**src/rtl/core/sensor_health_scorer_top_macros.svh**
```systemverilog
// Assertion macros for the sensor health scorer RTL.
// No dependencies; shs_back pulls this in by include.
`ifndef SENSOR_HEALTH_SCORER_TOP_MACROS_SVH
`define SENSOR_HEALTH_SCORER_TOP_MACROS_SVH

`ifndef ASSERT_OFF

// Same-cycle implication, disabled during reset
`define SHS_ASSERT_IMPL(label, clk, rst_n, ante, cons) \
    label: assert property (@(posedge clk) disable iff (!rst_n) (ante) |-> (cons)) \
        else $error("sensor health scorer: same-cycle check failed");

// Next-cycle implication, disabled during reset
`define SHS_ASSERT_NEXT(label, clk, rst_n, ante, cons) \
    label: assert property (@(posedge clk) disable iff (!rst_n) (ante) |=> (cons)) \
        else $error("sensor health scorer: next-cycle check failed");

`else

`define SHS_ASSERT_IMPL(label, clk, rst_n, ante, cons)
`define SHS_ASSERT_NEXT(label, clk, rst_n, ante, cons)

`endif

`endif

```
**src/rtl/core/shs_pkg.sv**
```systemverilog
// Package for the sensor health scorer: word types, config layout, codes and constants.
// No dependencies; used by the top level, front and back ends.
`default_nettype none

package shs_pkg;

    localparam int SAMPLE_W  = 12;
    localparam int TIME_W    = 32;
    localparam int SCORE_W   = 7;
    localparam int ICNT_W    = 8;
    localparam int CFG_IDX_W = 3;
    localparam int CFG_DAT_W = 32;

    // Defaults for top-level parameters
    localparam int DEF_WINDOW_DEPTH = 16;
    localparam int DEF_QUEUE_DEPTH  = 2;

    // Opcodes
    localparam logic OP_SAMPLE = 1'b0;
    localparam logic OP_CLEAR  = 1'b1;

    // Register indexes
    localparam logic [CFG_IDX_W-1:0] CFG_COOLDOWN      = 3'd0;
    localparam logic [CFG_IDX_W-1:0] CFG_EVAL_INTERVAL = 3'd1;
    localparam logic [CFG_IDX_W-1:0] CFG_HB_LIMIT      = 3'd2;
    localparam logic [CFG_IDX_W-1:0] CFG_ADC_MIN       = 3'd3;
    localparam logic [CFG_IDX_W-1:0] CFG_ADC_MAX       = 3'd4;
    localparam logic [CFG_IDX_W-1:0] CFG_FLAT_DELTA    = 3'd5;
    localparam logic [CFG_IDX_W-1:0] CFG_MIN_IRR       = 3'd6;
    localparam logic [CFG_IDX_W-1:0] CFG_RESP_DELTA    = 3'd7;

    // Score and penalties
    localparam logic [SCORE_W-1:0] SCORE_FULL  = 7'd100;
    localparam logic [SCORE_W-1:0] PEN_HB      = 7'd20;
    localparam logic [SCORE_W-1:0] PEN_RANGE   = 7'd40;
    localparam logic [SCORE_W-1:0] PEN_FLAT    = 7'd20;
    localparam logic [SCORE_W-1:0] PEN_RESP    = 7'd20;
    localparam logic [ICNT_W-1:0]  IRR_CNT_MAX = 8'd255;

    typedef struct packed {
        logic                opcode;
        logic [SAMPLE_W-1:0] sample;
        logic                irrigation_done;
        logic [TIME_W-1:0]   now_ms;
        logic [TIME_W-1:0]   last_rx_ms;
    } in_word_t;

    typedef struct packed {
        logic [SCORE_W-1:0] health_score;
        logic               heartbeat_fault;
        logic               range_fault;
        logic               flatline_fault;
        logic               response_fault;
        logic               evaluated;
    } out_word_t;

    // Classified word between front and back
    typedef struct packed {
        logic                opcode;
        logic [SAMPLE_W-1:0] sample;
        logic                irrigation_done;
        logic [TIME_W-1:0]   now_ms;
        logic                hb_fault;
        logic                range_fault;
    } cmd_t;

    typedef struct packed {
        logic [TIME_W-1:0]   cooldown_ms;
        logic [TIME_W-1:0]   eval_interval_ms;
        logic [TIME_W-1:0]   heartbeat_limit_ms;
        logic [SAMPLE_W-1:0] adc_min_valid;
        logic [SAMPLE_W-1:0] adc_max_valid;
        logic [SAMPLE_W-1:0] flatline_delta;
        logic [ICNT_W-1:0]   min_irrigations;
        logic [SAMPLE_W-1:0] response_delta;
    } cfg_t;

    localparam cfg_t CFG_RESET = '{
        cooldown_ms:        32'd60000,
        eval_interval_ms:   32'd10000,
        heartbeat_limit_ms: 32'd60000,
        adc_min_valid:      12'd1000,
        adc_max_valid:      12'd4000,
        flatline_delta:     12'd10,
        min_irrigations:    8'd3,
        response_delta:     12'd50
    };

endpackage

`default_nettype wire

```
**src/rtl/core/sensor_health_scorer_top.sv**
```systemverilog
// Sensor health scorer top level: configuration registers, front, back and result queue.
// Depends on shs_pkg, shs_fifo, shs_front and shs_back.
//
// Soil moisture sensor health monitor. Each input word (sample update or clear) yields
// exactly one result word with the score and the four fault flags as held after that
// word. Input and result sides are queues: push/full and empty/pop. Each word passes
// the back end update and output states, with a score state between them for a periodic
// evaluation and a window scan before scoring when that evaluation needs the flatline
// rule; the scan reads the sample window memory one entry per cycle through its single
// read port. The back end takes the next word only after the last result is queued.
// Configuration writes take effect at once and are meant for idle periods only; reset
// loads the documented register defaults.
`default_nettype none

module sensor_health_scorer_top
    import shs_pkg::*;
#(
    parameter int WINDOW_DEPTH = DEF_WINDOW_DEPTH,
    parameter int QUEUE_DEPTH  = DEF_QUEUE_DEPTH
) (
    input  wire logic                 clk,
    input  wire logic                 rst_n,
    input  wire logic                 push,
    output logic                      full,
    input  wire in_word_t             in_word,
    output logic                      empty,
    input  wire logic                 pop,
    output out_word_t                 out_word,
    input  wire logic                 cfg_wr_en,
    input  wire logic [CFG_IDX_W-1:0] cfg_index,
    input  wire logic [CFG_DAT_W-1:0] cfg_data
);

    cfg_t      cfg_reg;
    cmd_t      cmd_word;
    logic      cmd_empty;
    logic      cmd_pop;
    logic      res_full;
    logic      res_push;
    out_word_t res_word;

    // Configuration registers
    always_ff @(posedge clk or negedge rst_n)
    begin
        if (!rst_n)
        begin
            cfg_reg <= CFG_RESET;
        end
        else if (cfg_wr_en)
        begin
            unique case (cfg_index)
                CFG_COOLDOWN:      cfg_reg.cooldown_ms        <= cfg_data[TIME_W-1:0];
                CFG_EVAL_INTERVAL: cfg_reg.eval_interval_ms   <= cfg_data[TIME_W-1:0];
                CFG_HB_LIMIT:      cfg_reg.heartbeat_limit_ms <= cfg_data[TIME_W-1:0];
                CFG_ADC_MIN:       cfg_reg.adc_min_valid      <= cfg_data[SAMPLE_W-1:0];
                CFG_ADC_MAX:       cfg_reg.adc_max_valid      <= cfg_data[SAMPLE_W-1:0];
                CFG_FLAT_DELTA:    cfg_reg.flatline_delta     <= cfg_data[SAMPLE_W-1:0];
                CFG_MIN_IRR:       cfg_reg.min_irrigations    <= cfg_data[ICNT_W-1:0];
                CFG_RESP_DELTA:    cfg_reg.response_delta     <= cfg_data[SAMPLE_W-1:0];
                default:           cfg_reg <= cfg_reg;
            endcase
        end
    end

    // Front end: classify and queue
    shs_front #(
        .QUEUE_DEPTH (QUEUE_DEPTH)
    ) u_front (
        .clk       (clk),
        .rst_n     (rst_n),
        .cfg       (cfg_reg),
        .push      (push),
        .full      (full),
        .in_word   (in_word),
        .cmd_pop   (cmd_pop),
        .cmd_empty (cmd_empty),
        .cmd_word  (cmd_word)
    );

    // Back end: state, window scan, scoring
    shs_back #(
        .WINDOW_DEPTH (WINDOW_DEPTH)
    ) u_back (
        .clk       (clk),
        .rst_n     (rst_n),
        .cfg       (cfg_reg),
        .cmd_empty (cmd_empty),
        .cmd_word  (cmd_word),
        .cmd_pop   (cmd_pop),
        .res_full  (res_full),
        .res_push  (res_push),
        .res_word  (res_word)
    );

    // Result queue
    shs_fifo #(
        .WIDTH ($bits(out_word_t)),
        .DEPTH (QUEUE_DEPTH)
    ) u_res_fifo (
        .clk   (clk),
        .rst_n (rst_n),
        .push  (res_push),
        .full  (res_full),
        .din   (res_word),
        .pop   (pop),
        .empty (empty),
        .dout  (out_word)
    );

endmodule

`default_nettype wire

```
**src/rtl/core/shs_fifo.sv**
```systemverilog
// Small word queue with push/full and pop/empty sides.
// Depends on nothing; used between front and back and on the result side.
`default_nettype none

module shs_fifo #(
    parameter int WIDTH = 8,
    parameter int DEPTH = 2
) (
    input  wire logic             clk,
    input  wire logic             rst_n,
    input  wire logic             push,
    output logic                  full,
    input  wire logic [WIDTH-1:0] din,
    input  wire logic             pop,
    output logic                  empty,
    output logic      [WIDTH-1:0] dout
);

    localparam int AW = (DEPTH > 1) ? $clog2(DEPTH) : 1;
    localparam int CW = $clog2(DEPTH + 1);

    logic [WIDTH-1:0] mem [DEPTH];
    logic [AW-1:0]    wr_ptr_reg, wr_ptr_next;
    logic [AW-1:0]    rd_ptr_reg, rd_ptr_next;
    logic [CW-1:0]    count_reg, count_next;
    logic             do_push, do_pop;

    assign full    = (count_reg == CW'(DEPTH));
    assign empty   = (count_reg == '0);
    assign dout    = mem[rd_ptr_reg];
    assign do_push = push && !full;
    assign do_pop  = pop && !empty;

    // Pointer and count update
    always_comb
    begin
        wr_ptr_next = wr_ptr_reg;
        rd_ptr_next = rd_ptr_reg;
        if (do_push)
        begin
            wr_ptr_next = (wr_ptr_reg == AW'(DEPTH - 1)) ? '0 : wr_ptr_reg + 1'b1;
        end
        if (do_pop)
        begin
            rd_ptr_next = (rd_ptr_reg == AW'(DEPTH - 1)) ? '0 : rd_ptr_reg + 1'b1;
        end
        unique case ({do_push, do_pop})
            2'b10:   count_next = count_reg + 1'b1;
            2'b01:   count_next = count_reg - 1'b1;
            default: count_next = count_reg;
        endcase
    end

    always_ff @(posedge clk or negedge rst_n)
    begin
        if (!rst_n)
        begin
            wr_ptr_reg <= '0;
            rd_ptr_reg <= '0;
            count_reg  <= '0;
        end
        else
        begin
            wr_ptr_reg <= wr_ptr_next;
            rd_ptr_reg <= rd_ptr_next;
            count_reg  <= count_next;
        end
    end

    // Storage
    always_ff @(posedge clk)
    begin
        if (do_push)
        begin
            mem[wr_ptr_reg] <= din;
        end
    end

endmodule

`default_nettype wire

```
**src/rtl/core/shs_front.sv**
```systemverilog
// Front end: accepts input words, precomputes heartbeat and range checks, queues commands.
// Depends on shs_pkg and shs_fifo.
`default_nettype none

module shs_front
    import shs_pkg::*;
#(
    parameter int QUEUE_DEPTH = DEF_QUEUE_DEPTH
) (
    input  wire logic     clk,
    input  wire logic     rst_n,
    input  wire cfg_t     cfg,
    input  wire logic     push,
    output logic          full,
    input  wire in_word_t in_word,
    input  wire logic     cmd_pop,
    output logic          cmd_empty,
    output cmd_t          cmd_word
);

    cmd_t              cls_word;
    logic [TIME_W-1:0] rx_gap;
    logic              hb_fault;
    logic              range_fault;

    // Heartbeat: a receive time of zero means nothing was ever received
    assign rx_gap = in_word.now_ms - in_word.last_rx_ms;

    always_comb
    begin
        if (in_word.last_rx_ms == '0)
        begin
            hb_fault = (in_word.now_ms >= cfg.heartbeat_limit_ms);
        end
        else
        begin
            hb_fault = (rx_gap > cfg.heartbeat_limit_ms);
        end
    end

    // Range check; crossed bounds flag every sample
    assign range_fault = (in_word.sample < cfg.adc_min_valid) ||
                         (in_word.sample > cfg.adc_max_valid);

    always_comb
    begin
        cls_word.opcode          = in_word.opcode;
        cls_word.sample          = in_word.sample;
        cls_word.irrigation_done = in_word.irrigation_done;
        cls_word.now_ms          = in_word.now_ms;
        cls_word.hb_fault        = hb_fault;
        cls_word.range_fault     = range_fault;
    end

    // Command queue toward the back end
    shs_fifo #(
        .WIDTH ($bits(cmd_t)),
        .DEPTH (QUEUE_DEPTH)
    ) u_cmd_fifo (
        .clk   (clk),
        .rst_n (rst_n),
        .push  (push),
        .full  (full),
        .din   (cls_word),
        .pop   (cmd_pop),
        .empty (cmd_empty),
        .dout  (cmd_word)
    );

endmodule

`default_nettype wire

```
**src/rtl/core/shs_back.sv**
```systemverilog
// Back end: monitor state, sample window memory, window min/max scan and scoring.
// Depends on shs_pkg and the assertion macro header.
`default_nettype none
`include "sensor_health_scorer_top_macros.svh"

module shs_back
    import shs_pkg::*;
#(
    parameter int WINDOW_DEPTH = DEF_WINDOW_DEPTH
) (
    input  wire logic  clk,
    input  wire logic  rst_n,
    input  wire cfg_t  cfg,
    input  wire logic  cmd_empty,
    input  wire cmd_t  cmd_word,
    output logic       cmd_pop,
    input  wire logic  res_full,
    output logic       res_push,
    output out_word_t  res_word
);

    localparam int AW    = $clog2(WINDOW_DEPTH);
    localparam int CNT_W = AW + 1;

    localparam logic [2:0] S_IDLE   = 3'd0;
    localparam logic [2:0] S_UPDATE = 3'd1;
    localparam logic [2:0] S_SCAN   = 3'd2;
    localparam logic [2:0] S_SCORE  = 3'd3;
    localparam logic [2:0] S_OUT    = 3'd4;

    logic [2:0]          state_reg, state_next;
    cmd_t                cmd_reg;
    logic [AW-1:0]       wr_idx_reg, wr_idx_next;
    logic                ring_full_reg, ring_full_next;
    logic                awaiting_reg, awaiting_next;
    logic                checked_reg, checked_next;
    logic [SAMPLE_W-1:0] before_reg, before_next;
    logic [TIME_W-1:0]   irr_time_reg, irr_time_next;
    logic [ICNT_W-1:0]   irr_cnt_reg, irr_cnt_next;
    logic [TIME_W-1:0]   last_eval_reg, last_eval_next;
    logic                hb_reg, hb_next;
    logic                rng_reg, rng_next;
    logic                flat_reg, flat_next;
    logic                resp_reg, resp_next;
    logic [SCORE_W-1:0]  score_reg, score_next;
    logic                eval_reg, eval_next;
    logic                flat_chk_reg, flat_chk_next;
    logic [CNT_W-1:0]    scan_cnt_reg, scan_cnt_next;
    logic                rd_vld_reg, rd_vld_next;
    logic                rd_first_reg, rd_first_next;
    logic [SAMPLE_W-1:0] lo_reg, lo_next;
    logic [SAMPLE_W-1:0] hi_reg, hi_next;
    logic [SAMPLE_W-1:0] rd_data_reg;

    logic [SAMPLE_W-1:0] ring_mem [WINDOW_DEPTH];
    logic                ring_we;
    logic                rd_en;
    logic [AW-1:0]       rd_addr;

    // Update-step helpers
    logic                irr_start;
    logic                awaiting_eff, checked_eff;
    logic [SAMPLE_W-1:0] before_eff;
    logic [TIME_W-1:0]   irr_time_eff;
    logic [ICNT_W-1:0]   irr_cnt_eff;
    logic [TIME_W-1:0]   irr_age;
    logic [TIME_W-1:0]   eval_age;
    logic [SAMPLE_W-1:0] drop;
    logic                resp_due, responded, eval_due;
    logic                wr_wrap, ring_full_eff;
    logic [SAMPLE_W-1:0] spread;
    logic [SCORE_W-1:0]  penalty;

    assign irr_start    = cmd_reg.irrigation_done && !awaiting_reg;
    assign awaiting_eff = irr_start || awaiting_reg;
    assign checked_eff  = irr_start ? 1'b0 : checked_reg;
    assign before_eff   = irr_start ? cmd_reg.sample : before_reg;
    assign irr_time_eff = irr_start ? cmd_reg.now_ms : irr_time_reg;
    assign irr_cnt_eff  = (irr_start && (irr_cnt_reg != IRR_CNT_MAX)) ?
                          irr_cnt_reg + 1'b1 : irr_cnt_reg;
    assign irr_age      = cmd_reg.now_ms - irr_time_eff;
    assign eval_age     = cmd_reg.now_ms - last_eval_reg;
    assign drop         = before_eff - cmd_reg.sample;
    assign resp_due     = awaiting_eff && !checked_eff && (irr_age >= cfg.cooldown_ms);
    assign responded    = (before_eff > cmd_reg.sample) && (drop >= cfg.response_delta);
    assign eval_due     = (eval_age >= cfg.eval_interval_ms);
    assign wr_wrap      = (wr_idx_reg == AW'(WINDOW_DEPTH - 1));
    assign ring_full_eff = ring_full_reg || wr_wrap;
    assign spread       = hi_reg - lo_reg;

    // Sum of penalties never exceeds the full score, so no floor is needed
    assign penalty = (hb_reg   ? PEN_HB    : '0) +
                     (rng_reg  ? PEN_RANGE : '0) +
                     (flat_next ? PEN_FLAT : '0) +
                     (resp_reg ? PEN_RESP  : '0);

    assign cmd_pop  = (state_reg == S_IDLE) && !cmd_empty;
    assign res_push = (state_reg == S_OUT) && !res_full;

    always_comb
    begin
        res_word.health_score    = score_reg;
        res_word.heartbeat_fault = hb_reg;
        res_word.range_fault     = rng_reg;
        res_word.flatline_fault  = flat_reg;
        res_word.response_fault  = resp_reg;
        res_word.evaluated       = eval_reg;
    end

    // Sequencer
    always_comb
    begin
        state_next     = state_reg;
        wr_idx_next    = wr_idx_reg;
        ring_full_next = ring_full_reg;
        awaiting_next  = awaiting_reg;
        checked_next   = checked_reg;
        before_next    = before_reg;
        irr_time_next  = irr_time_reg;
        irr_cnt_next   = irr_cnt_reg;
        last_eval_next = last_eval_reg;
        hb_next        = hb_reg;
        rng_next       = rng_reg;
        flat_next      = flat_reg;
        resp_next      = resp_reg;
        score_next     = score_reg;
        eval_next      = eval_reg;
        flat_chk_next  = flat_chk_reg;
        scan_cnt_next  = scan_cnt_reg;
        rd_vld_next    = 1'b0;
        rd_first_next  = 1'b0;
        lo_next        = lo_reg;
        hi_next        = hi_reg;
        ring_we        = 1'b0;
        rd_en          = 1'b0;
        rd_addr        = scan_cnt_reg[AW-1:0];

        unique case (state_reg)
            S_IDLE:
            begin
                if (!cmd_empty)
                begin
                    state_next = S_UPDATE;
                end
            end

            S_UPDATE:
            begin
                if (cmd_reg.opcode == OP_CLEAR)
                begin
                    hb_next        = 1'b0;
                    rng_next       = 1'b0;
                    flat_next      = 1'b0;
                    resp_next      = 1'b0;
                    score_next     = SCORE_FULL;
                    irr_cnt_next   = '0;
                    ring_full_next = 1'b0;
                    wr_idx_next    = '0;
                    awaiting_next  = 1'b0;
                    checked_next   = 1'b0;
                    eval_next      = 1'b0;
                    state_next     = S_OUT;
                end
                else
                begin
                    // Window write
                    ring_we        = 1'b1;
                    wr_idx_next    = wr_wrap ? '0 : wr_idx_reg + 1'b1;
                    ring_full_next = ring_full_eff;

                    // Irrigation bookkeeping and response check
                    before_next   = before_eff;
                    irr_time_next = irr_time_eff;
                    irr_cnt_next  = irr_cnt_eff;
                    if (resp_due)
                    begin
                        resp_next     = !responded;
                        checked_next  = 1'b1;
                        awaiting_next = 1'b0;
                    end
                    else
                    begin
                        checked_next  = checked_eff;
                        awaiting_next = awaiting_eff;
                    end

                    // Periodic evaluation
                    eval_next = eval_due;
                    if (eval_due)
                    begin
                        last_eval_next = cmd_reg.now_ms;
                        hb_next        = cmd_reg.hb_fault;
                        rng_next       = cmd_reg.range_fault;
                        if (ring_full_eff && (irr_cnt_eff >= cfg.min_irrigations))
                        begin
                            flat_chk_next = 1'b1;
                            scan_cnt_next = '0;
                            state_next    = S_SCAN;
                        end
                        else
                        begin
                            flat_chk_next = 1'b0;
                            state_next    = S_SCORE;
                        end
                    end
                    else
                    begin
                        state_next = S_OUT;
                    end
                end
            end

            S_SCAN:
            begin
                // One read per cycle, fold the registered data in the next cycle
                rd_en = (scan_cnt_reg < CNT_W'(WINDOW_DEPTH));
                if (rd_en)
                begin
                    scan_cnt_next = scan_cnt_reg + 1'b1;
                    rd_vld_next   = 1'b1;
                    rd_first_next = (scan_cnt_reg == '0);
                end
                if (rd_vld_reg)
                begin
                    if (rd_first_reg)
                    begin
                        lo_next = rd_data_reg;
                        hi_next = rd_data_reg;
                    end
                    else
                    begin
                        if (rd_data_reg < lo_reg)
                        begin
                            lo_next = rd_data_reg;
                        end
                        if (rd_data_reg > hi_reg)
                        begin
                            hi_next = rd_data_reg;
                        end
                    end
                end
                if (!rd_en && !rd_vld_reg)
                begin
                    state_next = S_SCORE;
                end
            end

            S_SCORE:
            begin
                flat_next  = flat_chk_reg && (spread < cfg.flatline_delta);
                score_next = SCORE_FULL - penalty;
                state_next = S_OUT;
            end

            S_OUT:
            begin
                if (!res_full)
                begin
                    state_next = S_IDLE;
                end
            end

            default:
            begin
                state_next = S_IDLE;
            end
        endcase
    end

    // Monitor state
    always_ff @(posedge clk or negedge rst_n)
    begin
        if (!rst_n)
        begin
            state_reg     <= S_IDLE;
            wr_idx_reg    <= '0;
            ring_full_reg <= 1'b0;
            awaiting_reg  <= 1'b0;
            checked_reg   <= 1'b0;
            before_reg    <= '0;
            irr_time_reg  <= '0;
            irr_cnt_reg   <= '0;
            last_eval_reg <= '0;
            hb_reg        <= 1'b0;
            rng_reg       <= 1'b0;
            flat_reg      <= 1'b0;
            resp_reg      <= 1'b0;
            score_reg     <= SCORE_FULL;
            eval_reg      <= 1'b0;
            flat_chk_reg  <= 1'b0;
            scan_cnt_reg  <= '0;
            rd_vld_reg    <= 1'b0;
            rd_first_reg  <= 1'b0;
        end
        else
        begin
            state_reg     <= state_next;
            wr_idx_reg    <= wr_idx_next;
            ring_full_reg <= ring_full_next;
            awaiting_reg  <= awaiting_next;
            checked_reg   <= checked_next;
            before_reg    <= before_next;
            irr_time_reg  <= irr_time_next;
            irr_cnt_reg   <= irr_cnt_next;
            last_eval_reg <= last_eval_next;
            hb_reg        <= hb_next;
            rng_reg       <= rng_next;
            flat_reg      <= flat_next;
            resp_reg      <= resp_next;
            score_reg     <= score_next;
            eval_reg      <= eval_next;
            flat_chk_reg  <= flat_chk_next;
            scan_cnt_reg  <= scan_cnt_next;
            rd_vld_reg    <= rd_vld_next;
            rd_first_reg  <= rd_first_next;
        end
    end

    // Payload: current command, scan extremes
    always_ff @(posedge clk)
    begin
        if (cmd_pop)
        begin
            cmd_reg <= cmd_word;
        end
        lo_reg <= lo_next;
        hi_reg <= hi_next;
    end

    // Sample window memory, registered read
    always_ff @(posedge clk)
    begin
        if (ring_we)
        begin
            ring_mem[wr_idx_reg] <= cmd_reg.sample;
        end
        if (rd_en)
        begin
            rd_data_reg <= ring_mem[rd_addr];
        end
    end

    // Checks
    `SHS_ASSERT_IMPL(a_await_excl, clk, rst_n, awaiting_reg, !checked_reg)
    `SHS_ASSERT_IMPL(a_scan_bound, clk, rst_n, state_reg == S_SCAN, scan_cnt_reg <= CNT_W'(WINDOW_DEPTH))
    `SHS_ASSERT_NEXT(a_take_cmd, clk, rst_n, cmd_pop, state_reg == S_UPDATE)
    `SHS_ASSERT_IMPL(a_lo_hi, clk, rst_n, (state_reg == S_SCORE) && flat_chk_reg, lo_reg <= hi_reg)
    `SHS_ASSERT_IMPL(a_score_max, clk, rst_n, res_push, score_reg <= SCORE_FULL)

endmodule

`default_nettype wire
```
**config.mk**
```make
export PLATFORM = sky130hd
export DESIGN_NAME = sensor_health_scorer_top
export DESIGN_NICKNAME = d
export VERILOG_FILES = /design/src/rtl/core/shs_pkg.sv /design/src/rtl/core/sensor_health_scorer_top.sv /design/src/rtl/core/shs_fifo.sv /design/src/rtl/core/shs_front.sv /design/src/rtl/core/shs_back.sv
export VERILOG_INCLUDE_DIRS = /design/src /design/src/rtl/core
export SDC_FILE = /design/constraint.sdc
export NUM_CORES = 1
export LEC_CHECK = 0
export ABC_CLOCK_PERIOD_IN_PS = 10700
export BUFFER_PORTS_ARGS = -buffer_cell sky130_fd_sc_hd__buf_2
export CORE_MARGIN = 5
export CORE_UTILIZATION = 30
export CTS_BUF_LIST = sky130_fd_sc_hd__clkbuf_4 sky130_fd_sc_hd__clkbuf_8
export DETAILED_ROUTE_END_ITERATION = 10
export PLACE_DENSITY = 0.51
export SLEW_MARGIN = 20
export SYNTH_ARGS = -nofsm -noshare
export SYNTH_HDL_FRONTEND = slang
export SYNTH_HIERARCHICAL = 1
export SYNTH_SLANG_ARGS = --single-unit
```
**constraint.sdc**
```tcl
create_clock -name clk -period 10.7 [get_ports clk]
set_clock_uncertainty 0.1 [all_clocks]
set_input_delay 1.07 -clock clk [delete_from_list [all_inputs] [get_ports clk]]
set_output_delay 1.07 -clock clk [all_outputs]
set_load 0.05 [all_outputs]
```
==> summary.md, run 1 <==
| Metric | Value |
|---|---|
| Vias | 22837 |
| CTS resizes | 0 |
| Crit share post-route | 0.599 |
| CP arrival | 6920 ps |
| DRC errors left | 0 |
| Final setup fails | 0 |
| Fill cells | 12132 |
| Clk_lat worst skew | 740 ps |
| Synth Warn # | 6 |
| Placed cells | 4642 |
| Sequential-to-total area share from yosys stat | 0.510 |
| Synth Register Bits | 668 |
| Drt first-iter violations | 1090 |
| GRT overflow | 0 |
| Crit path time final | 6410 ps |
| RSZ-0062 raised after global routing | no |
| Multiplexer area fraction after synthesis | 0.134 |
| Leak | 17.4 nW |
| Buffers on Ports | 131 |
| Largest net degree at the start of global routing | 99 |
| Initial antenna violation count | 10 |
| Post-synth EDFFs | 396 |
| Vias per cell | 4.70 |
| Root Driver | clkbuf_8 |
| DP HPWL | 65.9 mm |
| Share of layout cells above drive strength 1 | 0.236 |
| Worst endpoint required time | 11210 ps |
| Final Max Slew Viols | 0 |
| Initial Utilization | 0.302 |
| Rel. slew slack | 0.265 |
| Chip Height | 360 microns |
| H-tree depth | 3 |
| Cell Pwr Density | 305 nW/um^2 |
| VDD IR max | 0.000129 V |
| Hold Crit Class | input port to asynchronous set/reset pin |
| Pwr Total | 12.7 mW |
| CP Max Fanout | 24 |
| Synth cell types | 97 |
| Cts bufs inserted | 111 |
| Post-synthesis simple-gate area fraction | 0.0682 |
| CP Class | flop to flop |
| Post-CTS Hold Fix Bufs | 0 |
| Max reg flops | 192 |
| Post-synth top flop | edfxtp_1 |
| Post-Syn Area | 36800 sq um |
| Run status | complete, no violations |
| Largest family of logic cells by synthesized area | multiplexers |
| Global Route Usage Sum | 0.137 |
| Net count, final | 3590 |
| Max clock buf depth | 3 |
| Core Footprint | 122000 sq um |
| First-pass GRT wire length | 139 mm |
| Post CTS Setup Buffer Count | 0 |
| Final Non-Filler Cells | 4857 |
| Pre-CTS WS | 4220 ps |
| Final Cell Area | 41700 sq um |
| Gpl congestion | 0.830 |
| Routed WL | 90.0 mm |
| Clock slew at reported path FFs | 80 ps |
| Adder-cell share of the synthesized area | 0.118 |
| Die area | 130000 sq um |
| Dpl cell area | 39300 sq um |
| Post-route ant nets | 0 |
| CTS tree | yes |
| Slew @ Worst Pin | 1100 ps |
| Layout Area Growth over Synthesis | 13.4% |
| Synth Area in Compound Gates | 0.0994 |
| Fin worst setup slack | 4290 ps |
| Startpoint Class | flop |
| WHS | 210 ps |
| Fraction of registers with async set/reset | 0.407 |
| Final Util | 0.342 |
| Vias in the first global route | 23747 |
| Routed len/inst | 18.5 microns |
| Fmax | 156 MHz |
| Final Hold Vio Count | 0 |
| Critical Path End Type | flop |
| Max cap viols | 0 |
| Number of placement rows | 128 |
| Setup TNS | 0 ps |
| Syn avg cell area | 12.5 sq um |
| CTS sink count | 668 |
| I/O Pins | 132 |
| Drt first pass iters | 5 |
| Die width | 360 microns |
| Mapped Cells | 2935 |
| XOR/XNOR Fraction of Synth Area | 0.0264 |
cell families (layout without fill, tap and decap cells):
logic type	count (synthesis)	count (layout)
flops	668	668
mux	367	367
simple gates	493	493
fa+ha+maj	342	342
xor+xnor	111	111
compound gates	557	557
other cells	1	6
buf+inv	396	688
power breakdown:
group	total [mW]	leakage [nW]	internal [mW]	switching, mW
logic	6.25	9.27	2.82	3.43
registers	4.03	6.87	3.53	0.506
clock network	2.43	1.29	1.36	1.07
total	12.7	17.4	7.71	5.00
area by class of cell:
class,count,area [sq um],share of cell area
antenna,4,10.0,0.000240
clock buffer,162,2000,0.0479
clock inverter,49,430,0.0103
inverter,314,1180,0.0282
multi-input combinational,1872,16400,0.394
sequential,668,18800,0.449
tap,1625,2030,0.0487
timing repair buffer,163,906,0.0217
layer usage:
metal | track usage | vias up | part of all wire
met1 | 0.181 | 11151 | 0.46
met3 | 0.0209 | 139 | 0.034
met4 | 0.0424 | 0 | 0.026
met2 | 0.231 | 338 | 0.48
li1 | - | 11209 | -
met5 | 0 | - | 0
cells in the mapped netlist (13+ instances only):
| library cell | number | area share |
|---|---|---|
| edfxtp_1 | 396 | 0.32 |
| ha_1 | 336 | 0.11 |
| inv_1 | 313 | 0.032 |
| dfrtp_1 | 231 | 0.16 |
| mux2_2 | 218 | 0.067 |
| a21oi_1 | 154 | 0.021 |
| nor2_1 | 127 | 0.013 |
| nand2_1 | 123 | 0.013 |
| o21ai_0 | 111 | 0.015 |
| a21o_1 | 95 | 0.019 |
| xnor2_1 | 79 | 0.019 |
| mux4_2 | 60 | 0.037 |
| nand4_1 | 46 | 0.0078 |
| dfstp_2 | 41 | 0.029 |
| mux2_4 | 40 | 0.016 |
| mux2i_1 | 35 | 0.0095 |
| clkbuf_1 | 32 | 0.0033 |
| xor2_1 | 32 | 0.0076 |
| nand2b_1 | 30 | 0.0051 |
| nor3_1 | 30 | 0.0041 |
| o21a_1 | 26 | 0.0053 |
| nor2b_1 | 25 | 0.0043 |
| nand3_1 | 24 | 0.0033 |
| o21bai_1 | 20 | 0.0041 |
| a211oi_1 | 17 | 0.0035 |
| buf_4 | 17 | 0.0035 |
| o211ai_1 | 16 | 0.0033 |
| and3_1 | 15 | 0.0026 |
| mux2_1 | 14 | 0.0043 |
| nor4_1 | 13 | 0.0022 |
placed cells by master (no fill, tap or decap), types with 24 or more instances in the layout:
cell type  Yosys  layout
mux2_4        40      40
a21oi_1      154     154
nand3_1       24      24
edfxtp_1     396     396
o21a_1        26      25
xnor2_1       79      79
nand2_1      123     123
xor2_1        32      32
mux2i_1       35      35
ha_1         336     336
inv_1        313     313
o21ai_0      111     111
nand2b_1      30      30
nor2_1       127     121
mux4_2        60      60
a21o_1        95      95
clkbuf_4       0      37
buf_4         17      32
dfrtp_1      231     228
buf_2         10     130
nor2b_1       25      24
dfstp_2       41      41
mux2_2       218     218
nand4_1       46      46
clkbuf_8       0     125
nor3_1        30      30
worst max-delay path, cell delays in order, from the launching register on:
cell,delay [ps]
dfrtp_1,430
nand2b_1,400
buf_4,330
o21ai_0,240
ha_1,230
inv_1,60
fa_1,410
a21o_1,200
a2111oi_2,380
o21ai_1,200
o31a_1,380
a31oi_1,260
o21ai_1,220
a2111oi_2,380
or4b_1,170
o2111ai_1,110
ha_1,310
nand4_1,130
nor4_1,360
nand2_1,110
nor2_1,120
o2111ai_1,110
a21oi_1,310
o21ai_0,140
a31o_2,220
path summary, 6_finish.rpt:
| path | start | to | slack (ps) | depth (start not counted) |
|---|---|---|---|---|
| hold reg to reg | u_back/score_reg[4] | u_res_fifo/mem[1][9] | 370 | 0 |
| max in group asynchronous | rst_n | cfg_reg[57] | 8200 | 3 |
| setup reg to reg | u_back/awaiting_reg | u_back/resp_reg | 4290 | 24 |
| hold / removal | rst_n | u_front/u_cmd_fifo/count_reg[1] | 210 | 1 |
| setup / recovery | u_back/awaiting_reg | u_back/resp_reg | 4290 | 24 |
| min in group clk | u_back/score_reg[4] | u_res_fifo/mem[1][9] | 370 | 0 |
Power figures use the tool's default switching activity.
==> inputs of run 2 (changes only) <==
ABC_CLOCK_PERIOD_IN_PS = 6390   (was 10700)
clock period = 6.39 ns   (was 10.7 ns; I/O delays follow)
==> summary.md, run 2 (same netlist as run 1, synthesis figures left out) <==
| Metric | Value |
|---|---|
| Run status | complete, no violations |
| Gpl congestion | 0.799 |
| Initial antenna violation count | 8 |
| Final setup fails | 0 |
| Chip Height | 360 microns |
| Vias per cell | 4.72 |
| Commonest non-fill, non-tap cells in the layout | edfxtp_1, ha_1, inv_1, dfrtp_1, mux2_2 |
| Startpoint Class | flop |
| Post CTS Setup Buffer Count | 0 |
| Number of placement rows | 128 |
| Routed len/inst | 18.5 microns |
| Final Cell Area | 41800 sq um |
| GRT overflow | 0 |
| Global Route Usage Sum | 0.137 |
| DRC errors left | 0 |
| Drt first-iter violations | 1177 |
| Root Driver | clkbuf_8 |
| Reg area | 18800 sq um |
| Largest net degree at the start of global routing | 111 |
| Slew @ Worst Pin | 1010 ps |
| Met2 usage | 0.231 |
| Routed WL | 90.1 mm |
| Commonest non-fill, non-tap cell in the layout | edfxtp_1 |
| Clock slew at reported path FFs | 60 ps |
| Delay-heaviest family, CP | compound AO/OA/AOI/OAI gates |
| CTS sink count | 668 |
| Final Util | 0.343 |
| Final Hold Vio Count | 0 |
| Die width | 360 microns |
| Dpl cell area | 39300 sq um |
| Drt first pass iters | 5 |
| Crit share post-route | 0.922 |
| Buf/Inv on CP | 3 |
| I/O Pins | 132 |
| Max reg flops | 192 |
| M3 GR Usage | 0.0218 |
| Net count, final | 3611 |
| Hold Crit Class | input port to flop |
| CP Class | flop to flop |
| Post-route ant nets | 0 |
| GRT busiest layer | met2 |
| DP HPWL | 65.9 mm |
| Clk_lat worst skew | 730 ps |
| Max clock buf depth | 3 |
| Cts bufs inserted | 111 |
| Worst endpoint required time | 6880 ps |
| Setup TNS | 0 ps |
| H-tree depth | 3 |
| Layout Area Growth over Synthesis | 13.7% |
| GR Util met1 | 0.182 |
| Initial Utilization | 0.302 |
| Vias in the first global route | 23550 |
| Final Max Slew Viols | 0 |
| Vias | 22979 |
| Critical Path End Type | flop |
| Fmax | 170 MHz |
| VDD IR max | 0.000193 V |
| CP arrival | 6380 ps |
| Max cap viols | 0 |
| CTS tree | yes |
| Core Footprint | 122000 sq um |
| Die area | 130000 sq um |
| First-pass GRT wire length | 139 mm |
| Fill cells | 12011 |
| Cell with the largest stage delay on the worst path | fa_1 |
| Buffers on Ports | 131 |
| Crit-path cells | inv_1 > ha_1 > inv_1 > fa_1 > a211o_1 > a2111oi_4 > o32ai_2 > a221oi_2 > a21oi_1 > o21ai_2 > o211ai_1 > a21oi_1 > xnor2_1 > ha_1 > a21o_1 > a21o_1 > a21oi_1 > nor2_1 > a31oi_1 > o21a_2 > buf_12 > mux2_2 |
| Max incr delay on CP | 430 ps |
| Rel. slew slack | 0.322 |
| Crit path time final | 5890 ps |
| Area occupied by multi-input gates | 16400 sq um |
| RSZ-0062 raised after global routing | no |
| CP Max Fanout | 33 |
| Share of layout cells above drive strength 1 | 0.233 |
| Worst reg-to-reg setup slack | 500 ps |
| Crit path top cell by count | a21oi_1 |
| Cell Pwr Density | 506 nW/um^2 |
| Leak | 17.5 nW |
==> run 2: changes by cell type in the layout (fill, tap and decap cells not counted), moves of 2 or more <==
cell / change
dlygate4sd3_1: +19
clkinv_2: -6
bufinv_16: -3
clkbuf_4: +3
clkbuf_8: -3
buf_12: +2
clkinv_1: +2
clkinv_4: -2
inv_6: -2
==> run 2: power by group <==
part,leakage [nW],switching [mW],internal [mW]
Combinational,9.37,5.78,4.76
Clock,1.21,1.76,2.11
Sequential,6.87,0.853,5.90
Total,17.5,8.39,12.8
==> run 2: final cells by class <==
type                            count  area share
Clock buffer                      162      0.0473
Tap cell                         1625      0.0486
Timing Repair Buffer              184      0.0272
Clock inverter                     40     0.00721
Inverter                          314      0.0282
Multi-Input combinational cell   1872       0.393
Sequential cell                   668       0.448
Antenna cell                        4    0.000239
==> run 2: per-layer routing <==
metal	wire length (microns)	part of all wire	up-vias
met5	0	0	-
met4	2080	0.023	0
met3	3160	0.035	123
met2	43100	0.48	362
met1	41800	0.46	11235
li1	-	-	11259
==> run 2: worst paths after layout <==
kind                                                         to                start  cells after the start
worst max register to register          u_back/last_eval_reg[3]    u_back/cmd_reg[2]                     22
worst min register to register             u_res_fifo/mem[0][9]  u_back/score_reg[4]                      0
max in group asynchronous                           cfg_reg[58]                rst_n                      3
min in group asynchronous       u_front/u_cmd_fifo/count_reg[1]                rst_n                      2
worst min-delay path              u_front/u_cmd_fifo/mem[0][19]          in_word[49]                      1
worst max-delay path                    u_back/last_eval_reg[3]    u_back/cmd_reg[2]                     22
==> run 2: what timing repair did <==
item / in CTS / in global routing
resized for setup: 0 / 2
hold buffers: 19 / 0
endpoints found under the hold margin: 138 / 0
setup endpoints to repair: 0 / 3
==> run 2: metrics by stage <==
| step | power (mW) | instances | setup slack [ps] | hold WS (ps) |
|---|---|---|---|---|
| final | 21.2 | 4869 | 498 | 71.8 |
| after global placement | 17.3 | 4644 | 478 | 353 |
| after CTS | 21.5 | 4865 | 362 | 0.574 |
| after detailed placement | 17.4 | 4644 | 381 | 364 |
| after floorplan | 14.6 | 2936 | 903 | 243 |
| after global routing | 23.0 | 4867 | 6.86 | 20.3 |
==> inputs of run 3 (changes only) <==
CORE_MARGIN = 2   (was 5)
SETUP_SLACK_MARGIN = 0.2   (was default)
==> summary.md, run 3 (same netlist as run 1, synthesis figures left out) <==
| Metric | Value |
|---|---|
| Cts bufs inserted | 108 |
| Slew @ Worst Pin | 998 ps |
| Initial antenna violation count | 5 |
| Chip Height | 354 microns |
| Clock share of power | 0.191 |
| Hold Crit Class | input port to flop |
| DRC errors left | 0 |
| Layout Area Growth over Synthesis | 14.5% |
| Cell Pwr Density | 507 nW/um^2 |
| Fmax | 177 MHz |
| Gpl congestion | 0.833 |
| Crit share post-route | 0.884 |
| H-tree depth | 3 |
| Seq pwr share | 0.317 |
| Cell Int Power | 13.0 mW |
| DP HPWL | 65.1 mm |
| Vias in the first global route | 23565 |
| Leak | 17.6 nW |
| Clk_lat worst skew | 740 ps |
| Final setup fails | 0 |
| Drt first pass iters | 5 |
| RSZ-0062 raised after global routing | no |
| Core Footprint | 122000 sq um |
| Final Hold Vio Count | 0 |
| Die width | 354 microns |
| Max clock buf depth | 3 |
| Commonest non-fill, non-tap cells in the layout | edfxtp_1, ha_1, inv_1, dfrtp_1, mux2_2 |
| CTS tree | yes |
| Vias | 22947 |
| Logic pwr share | 0.492 |
| Commonest non-fill, non-tap cell in the layout | edfxtp_1 |
| Worst endpoint required time | 6890 ps |
| Initial Utilization | 0.302 |
| Crit path time final | 5650 ps |
| Sw Share | 0.393 |
| CP Class | flop to flop |
| Max reg flops | 192 |
| Routed len/inst | 18.1 microns |
| GRT overflow | 0 |
| CP Max Fanout | 33 |
| Hold depth | 1 |
| Max cap viols | 0 |
| Startpoint Class | flop |
| Clock slew at reported path FFs | 70 ps |
| Beginning of the critical path | u_back/cmd_reg[2] |
| Final Max Slew Viols | 0 |
| Critical Path Sink | u_back/last_eval_reg[7] |
| Number of placement rows | 128 |
| Setup TNS | 0 ps |
| Critical Path End Type | flop |
| Routed WL | 88.3 mm |
| Run status | complete, no violations |
| Rel. slew slack | 0.334 |
| Net count, final | 3622 |
| Die area | 125000 sq um |
| CP arrival | 6150 ps |
| Share of layout cells above drive strength 1 | 0.234 |
| Dpl cell area | 39400 sq um |
| Global Route Usage Sum | 0.142 |
| VDD IR max | 0.000205 V |
| Sw Pwr | 8.38 mW |
| Worst reg-to-reg path cell count | 21 |
| RR Startpoint | u_back/cmd_reg[2] |
| Largest net degree at the start of global routing | 141 |
| Final Non-Filler Cells | 4889 |
| Post-route ant nets | 0 |
| CTS sink count | 668 |
| First-pass GRT wire length | 139 mm |
| Worst reg-to-reg setup slack | 740 ps |
| Final Cell Area | 42100 sq um |
| I/O Pins | 132 |
| Drt first-iter violations | 1125 |
| Vias per cell | 4.69 |
| Root Driver | clkbuf_8 |
| Placed cells | 4647 |
| Buffers on Ports | 131 |
| RR Endpoint | u_back/last_eval_reg[7] |
-- run 3: what timing repair did --
item / CTS / global route
endpoints found under the hold margin: 123 / 0
hold buffers: 30 / 0
setup buffers: 0 / 0
endpoints found under the setup margin: 0 / 3
gates resized for setup: 0 / 5
-- run 3: worst min path at each step --
stage	start	endpoint	slack (ps)
2_1_floorplan	rst_n	cfg_reg[0]	240
3_3_place_gp	u_back/score_reg[3]	u_res_fifo/mem[0][8]	350
3_5_place_dp	u_back/before_reg[11]	u_back/before_reg[11]	370
4_1_cts	in_word[71]	u_front/u_cmd_fifo/mem[0][41]	3
5_1_grt	in_word[64]	u_front/u_cmd_fifo/mem[0][34]	10
6_report	in_word[64]	u_front/u_cmd_fifo/mem[0][34]	70
-- run 3: metrics by stage --
step	util	worst slack (ps)	hold WS, ps	total power, mW
2_1_floorplan	-	903	243	14.6
3_3_place_gp	0.323	466	354	17.3
3_5_place_dp	0.323	312	367	17.4
4_1_cts	0.346	286	3.12	21.7
5_1_grt	0.346	278	10.2	23.3
6_report	0.346	738	67.8	21.3
-- run 3: area by class of cell --
| type | count | area (sq um) |
|---|---|---|
| Clock buffer | 158 | 1940 |
| Clock inverter | 48 | 474 |
| Sequential cell | 668 | 18800 |
| Fill cell | 12153 | 79600 |
| Tap cell | 1625 | 2030 |
| Multi-Input combinational cell | 1872 | 16400 |
| Inverter | 314 | 1180 |
| Timing Repair Buffer | 198 | 1270 |
| Antenna cell | 6 | 15.0 |
-- run 3: metal layers --
| layer | track usage | share of wire |
|---|---|---|
| met5 | 0 | 0 |
| met2 | 0.242 | 0.48 |
| met4 | 0.0384 | 0.021 |
| met3 | 0.0178 | 0.026 |
| met1 | 0.189 | 0.47 |
-- run 3: critical path, cell delays in order, from the launching register on --
cell	delay [ps]
edfxtp_1	360
inv_1	130
ha_1	190
inv_1	50
fa_1	410
a211o_1	340
a2111oi_4	420
o32ai_2	210
a221oi_2	390
a21oi_1	180
o21ai_2	300
o21ai_2	130
a221oi_2	300
xnor2_1	150
ha_1	250
a21o_1	160
a21oi_1	350
nor2_1	70
a31oi_1	160
o21a_2	190
buf_12	220
mux2_2	360
-- run 3: power by group through the flow --
stage                     combinational [mW]  clock, mW  sequential (mW)
after floorplan                         8.18          0             6.43
after global placement                  10.5          0             6.85
after detailed placement                10.5          0             6.87
after CTS                               10.6       4.22             6.79
after global routing                    11.9       4.40             6.93
final                                   10.5       4.07             6.77
